$ cat config.mk
export PLATFORM = sky130hd
export DESIGN_NAME = tit_ctrl
export DESIGN_NICKNAME = d
export VERILOG_FILES = /design/src/rtl/tit_pkg.sv /design/src/rtl/tit_ctrl.sv
export VERILOG_INCLUDE_DIRS = /design/src /design/src/rtl
export SDC_FILE = /design/constraint.sdc
export NUM_CORES = 1
export LEC_CHECK = 0
export BUFFER_PORTS_ARGS = -buffer_cell sky130_fd_sc_hd__buf_2
export CAP_MARGIN = 30
export CORE_AREA = 2 2 39 41
export DETAILED_ROUTE_END_ITERATION = 6
export DIE_AREA = 0 0 41 43
export PLACE_DENSITY = 0.57
export SLEW_MARGIN = 25
export SYNTH_ARGS = -nofsm -noshare
export SYNTH_HDL_FRONTEND = slang
export SYNTH_SLANG_ARGS = --single-unit
$ cat constraint.sdc
create_clock -name clk -period 3.69 [get_ports clk]
set_clock_uncertainty 0.1 [all_clocks]
set_input_delay 0.369 -clock clk [delete_from_list [all_inputs] [get_ports clk]]
set_output_delay 0.369 -clock clk [all_outputs]
set_load 0.02 [all_outputs]
$ cat src/rtl/tuple_interning_table_assert.svh
// ----------------------------------------------------------------------------
// tuple_interning_table_assert
// concurrent assertion macros shared by the tuple interning table modules
// ----------------------------------------------------------------------------
`ifndef TUPLE_INTERNING_TABLE_ASSERT_SVH
`define TUPLE_INTERNING_TABLE_ASSERT_SVH
`ifndef ASSERT_OFF
`define TIT_ASSERT(label, clk, rst_n, prop) \
	label: assert property (@(posedge clk) disable iff (!rst_n) prop) \
		else $error("assertion failed");
`define TIT_ASSERT_NEVER(label, clk, rst_n, expr) \
	label: assert property (@(posedge clk) disable iff (!rst_n) !(expr)) \
		else $error("forbidden condition");
`else
`define TIT_ASSERT(label, clk, rst_n, prop)
`define TIT_ASSERT_NEVER(label, clk, rst_n, expr)
`endif
`endif

$ cat src/rtl/tit_pkg.sv
// ----------------------------------------------------------------------------
// tit_pkg
// shared types and constants of the tuple interning table
// ----------------------------------------------------------------------------
`default_nettype none
package tit_pkg;
	localparam int MAX_COMPONENTS_DEF = 6;
	localparam int TABLE_DEPTH_DEF = 4096;
	localparam int BUCKET_COUNT_DEF = 8192;
	localparam int VALUE_W = 32;
	localparam int LIMIT_W = 33;
	localparam int INDEX_W = 12;
	localparam int COUNT_W = 3;
	localparam int FIELD_COUNT = 6;

	// controller to datapath
	typedef struct packed {
		logic load;      // capture item, update limits
		logic hash_step; // fold one component into the hash
		logic rd_bucket; // issue bucket read at probe pointer
		logic rd_entry;  // issue entry read for the bucket just read
		logic probe_next;
		logic insert_slot; // write entry and bucket, bump count
		logic set_found;
		logic set_new;
		logic set_full;
	} dp_cmd_t;

	// datapath to controller
	typedef struct packed {
		logic hash_last;
		logic slot_empty;
		logic slot_match;
		logic probes_done;
		logic table_at_depth;
	} dp_sts_t;
endpackage
`default_nettype wire

$ cat src/rtl/tit_ctrl.sv
// ----------------------------------------------------------------------------
// tit_ctrl
// sequencer for hash, probe, compare and insert of one item
// ----------------------------------------------------------------------------
`default_nettype none
module tit_ctrl (
	input  wire logic clk,
	input  wire logic arst_n,
	input  wire logic in_valid,
	output logic in_stall,
	output logic out_valid,
	input  wire logic out_stall,
	input  wire logic init_busy,
	input  wire tit_pkg::dp_sts_t sts,
	output tit_pkg::dp_cmd_t cmd
);
	import tit_pkg::*;
	localparam logic [2:0] S_IDLE = 3'd0;
	localparam logic [2:0] S_HASH = 3'd1;
	localparam logic [2:0] S_RDB = 3'd2;
	localparam logic [2:0] S_RDE = 3'd3;
	localparam logic [2:0] S_CMP = 3'd4;
	localparam logic [2:0] S_OUT = 3'd5;

	logic [2:0] state_q;
	logic [2:0] state_d;
	logic out_busy;
	logic accept;

	assign out_busy = out_valid && out_stall;
	assign in_stall = init_busy || (state_q != S_IDLE) || out_busy;
	assign accept = in_valid && !in_stall;

	always_comb begin
		cmd = '0;
		state_d = state_q;
		case (state_q)
			S_IDLE: begin
				if (accept) begin
					cmd.load = 1'b1;
					state_d = S_HASH;
				end
			end
			S_HASH: begin
				cmd.hash_step = 1'b1;
				if (sts.hash_last)
					state_d = S_RDB;
			end
			S_RDB: begin
				if (sts.probes_done) begin
					cmd.set_full = 1'b1;
					state_d = S_OUT;
				end else begin
					cmd.rd_bucket = 1'b1;
					state_d = S_RDE;
				end
			end
			S_RDE: begin
				if (sts.slot_empty) begin
					if (sts.table_at_depth) begin
						cmd.set_full = 1'b1;
					end else begin
						cmd.set_new = 1'b1;
						cmd.insert_slot = 1'b1;
					end
					state_d = S_OUT;
				end else begin
					cmd.rd_entry = 1'b1;
					state_d = S_CMP;
				end
			end
			S_CMP: begin
				if (sts.slot_match) begin
					cmd.set_found = 1'b1;
					state_d = S_OUT;
				end else begin
					cmd.probe_next = 1'b1;
					state_d = S_RDB;
				end
			end
			S_OUT: begin
				if (!out_busy)
					state_d = S_IDLE;
			end
			default: state_d = S_IDLE;
		endcase
	end

	always_ff @(posedge clk or negedge arst_n) begin
		if (!arst_n) begin
			state_q <= S_IDLE;
			out_valid <= 1'b0;
		end else begin
			state_q <= state_d;
			if (state_q == S_OUT && !out_busy)
				out_valid <= 1'b1;
			else if (!out_stall)
				out_valid <= 1'b0;
		end
	end

	`include "tuple_interning_table_assert.svh"
	`TIT_ASSERT_NEVER(a_no_accept_busy, clk, arst_n, accept && state_q != S_IDLE)
	`TIT_ASSERT(a_load_hash, clk, arst_n, cmd.load |=> state_q == S_HASH)
	`TIT_ASSERT(a_one_result, clk, arst_n, $onehot0({cmd.set_new, cmd.set_found, cmd.set_full}))
endmodule
`default_nettype wire

==> results.tsv <==
stage	metric	value	unit
outcome	status	finished, final reports clean	
worst_hold_path	Min-Delay Path Class	primary input to flop	
worst_setup_path	CP arrival	1450	ps
die	Chip Width	41	µm
clocking	CTS Root Cell	clkbuf_4	
global_routing	Total GRT Usage	0.106	
worst_setup_path	type of origin of the critical path	flop	
sta	Final WS setup	1770	ps
die	Die H	43	µm
global_routing	initial antenna violation count	0	
die	initial core utilization	0.251	
final_layout	Antenna diodes	0	
worst_hold_path	Hold Path Depth	3	
synth	number of synthesized flops with an enable pin	0	
die	Die ar.	1760	µm²
sta	RSZ-0062 raised after global routing	no	
synth	synthesized flop and latch total	4	
worst_setup_path	Req. time, crit path	3220	ps
clocking	CTS H-tree lvls	1	
route	Routed Antenna Nets	0	
route	# DRC	0	
placement	dpl hpwl	600	µm
placement	gp weighted congestion	0.753	
route	drt first pass iters	2	
global_routing	largest net degree at the start of global routing	14	
global_routing	first-pass GRT wire length	1210	µm
synth	Mean Syn Cell Area	7.91	µm²
synth	most frequent cell after synthesis	nor2_1	
clocking	PostCTS Resize Cnt	0	
route	drt via density	4.60	
sta	count of final max-slew check failures	0	
route	Avg WL per Cell	9.84	µm
synth	post-synth top area cell	dfrtp_1	
worst_setup_path	worst-path maximum fanout	9	
route	Vias	368	
sta	Rel. slew slack	0.738	
clocking	clock slew at reported path FFs	40	ps
synth	Mapped Area	348	µm²
final_layout	area growth from synthesis to layout	33.1	%
sta	Period minus WS final	1920	ps
synth	predominant post-synthesis flop cell	dfrtp_1	
clocking	total CTS buffers	3	
worst_setup_path	kind of critical path	flop to primary output	
die	standard-cell rows	14	
global_routing	grt ovf	0	
final_layout	Reg area	100	µm²
route	DR iter-0 viols	7	
clocking	post-CTS setup buffer count	0	
worst_setup_path	Worst Reg2Reg Path Length in Cells	3	
synth	Distinct cells, synth	22	
final_layout	Post-layout nets	76	
synth	Post-Syn Instances	44	
placement	IO buf count	20	
final_layout	area of the multi-input gates	206	µm²
synth	syn_nets	54	
worst_setup_path	Worst setup EP type	primary output	
final_layout	Layout fillers	152	
synth	asr flop ratio synth	1.00	
global_routing	number of global-route vias before repair	297	
die	core area	1380	µm²
sta	hold violation total from the final report	0	
clocking	TritonCTS clock tree	yes	
pwr	Power Density	801	nW/µm²
sta	Slew @ Worst Pin	393	ps
route	WL final	787	µm
pwr	Max IR drop VDD	0.205	mV
die	Top Ports	21	
sta	final number of setup-violating endpoints	0	
clocking	clk_lat worst skew	230	ps
worst_setup_path	setup slack, reg-to-reg	2360	ps
synth	Synth warnings	0	
clocking	clock buffer depth	2	
synth	register area share after synthesis	0.288	
flow_run	max-cap violations	0	
sta	period utilization	0.520	
pwr	Leak	0.231	nW
sta	Final TNS setup	0	ps
synth	top cells by count, synth	nor2_1, a21oi_1, nand2_1, dfrtp_1, nand2b_1	
final_layout	share of post-route cells with drive strength above 1	0.422	
clocking	CTS sink count	4	
synth	Synth area leaders	dfrtp_1, a21oi_1, buf_6	
synth	area share of the largest cell type after synthesis	0.288	
placement	pre-CTS setup slack	2000	ps
sta	fmax	0.521	GHz
## what timing repair did
item / in CTS / in global routing
hold buffers: 1 / 0
endpoints found under the setup margin: 0 / 0
hold endpoints to repair: 4 / 0
## critical path: stages (launching register included)
cell and delay (ps):
dfrtp_1 470, nor2b_2 230, nand2_1 80, nor3b_1 220, buf_2 200
## metal layers
| layer | track usage | vias to the layer above | part of all wire |
|---|---|---|---|
| met5 | 0 | - | 0 |
| met4 | 0.0800 | 0 | 0 |
| met3 | 0.0314 | 0 | 0.090 |
| met2 | 0.153 | 14 | 0.44 |
| met1 | 0.123 | 158 | 0.47 |
| li1 | - | 196 | - |
## final cells by class
| cell class | instances | area share |
|---|---|---|
| multi-input combinational | 35 | 0.446 |
| inverter | 1 | 0.00811 |
| timing repair buffer | 21 | 0.238 |
| tap | 16 | 0.0432 |
| sequential | 4 | 0.216 |
| clock buffer | 3 | 0.0486 |
## flip-flops by register name (all words and copies together), names as in the netlist
register,flops
out_valid,1
state_q,3
## logic make-up (layout without fill, tap and decap cells)
family | count (synthesis) | count (layout) | synth area share
multiplexers | 1 | 1 | 0.0288
AO/OA/AOI/OAI | 11 | 11 | 0.198
buffers and inverters | 5 | 25 | 0.119
AND/OR/NAND/NOR | 23 | 23 | 0.367
flip-flops | 4 | 4 | 0.288
## cell usage in the layout (no fill, tap or decap)
master / instances
nor3_1: 1
nor4b_1: 1
a31oi_1: 1
a2bb2oi_1: 1
buf_2: 20
dlygate4sd3_1: 1
nor4_1: 1
mux2i_1: 1
nor3_2: 2
nor2_1: 6
a21oi_1: 5
nand3_1: 1
nand2_1: 5
nor2b_2: 1
dfrtp_1: 4
inv_1: 1
o22ai_1: 2
o21ai_0: 1
and3_1: 1
a21boi_2: 1
nand2b_1: 3
clkbuf_4: 3
nor3b_1: 1
## per-stage QoR
stage,util,hold WS (ps),cells,area [µm²],power (mW)
2_1_floorplan,-,-26.6,44,348,0.288
3_3_place_gp,0.311,78.2,76,430,0.319
3_5_place_dp,0.311,72.7,76,430,0.320
4_1_cts,0.335,321,80,463,0.377
5_1_grt,0.335,342,80,463,0.409
6_report,0.335,325,80,463,0.371
## path summary, 6_finish.rpt
check	startpoint	end
setup / recovery	state_q[1]$_DFFE_PN0P_	cmd[1]
hold reg to reg	out_valid$_DFFE_PN0P_	out_valid$_DFFE_PN0P_
max in group asynchronous	arst_n	out_valid$_DFFE_PN0P_
hold / removal	in_valid	state_q[1]$_DFFE_PN0P_
min in group asynchronous	arst_n	state_q[1]$_DFFE_PN0P_
setup reg to reg	state_q[0]$_DFFE_PN0P_	state_q[0]$_DFFE_PN0P_
## power breakdown
part / switching, mW / total [mW] / internal [mW] / leakage, nW
Sequential: 0.0496 / 0.114 / 0.0647 / 0.0513
Combinational: 0.114 / 0.203 / 0.0887 / 0.166
Clock: 0.0174 / 0.0538 / 0.0363 / 0.0138
Total: 0.181 / 0.371 / 0.190 / 0.231
(Power assumes the default switching activity.)
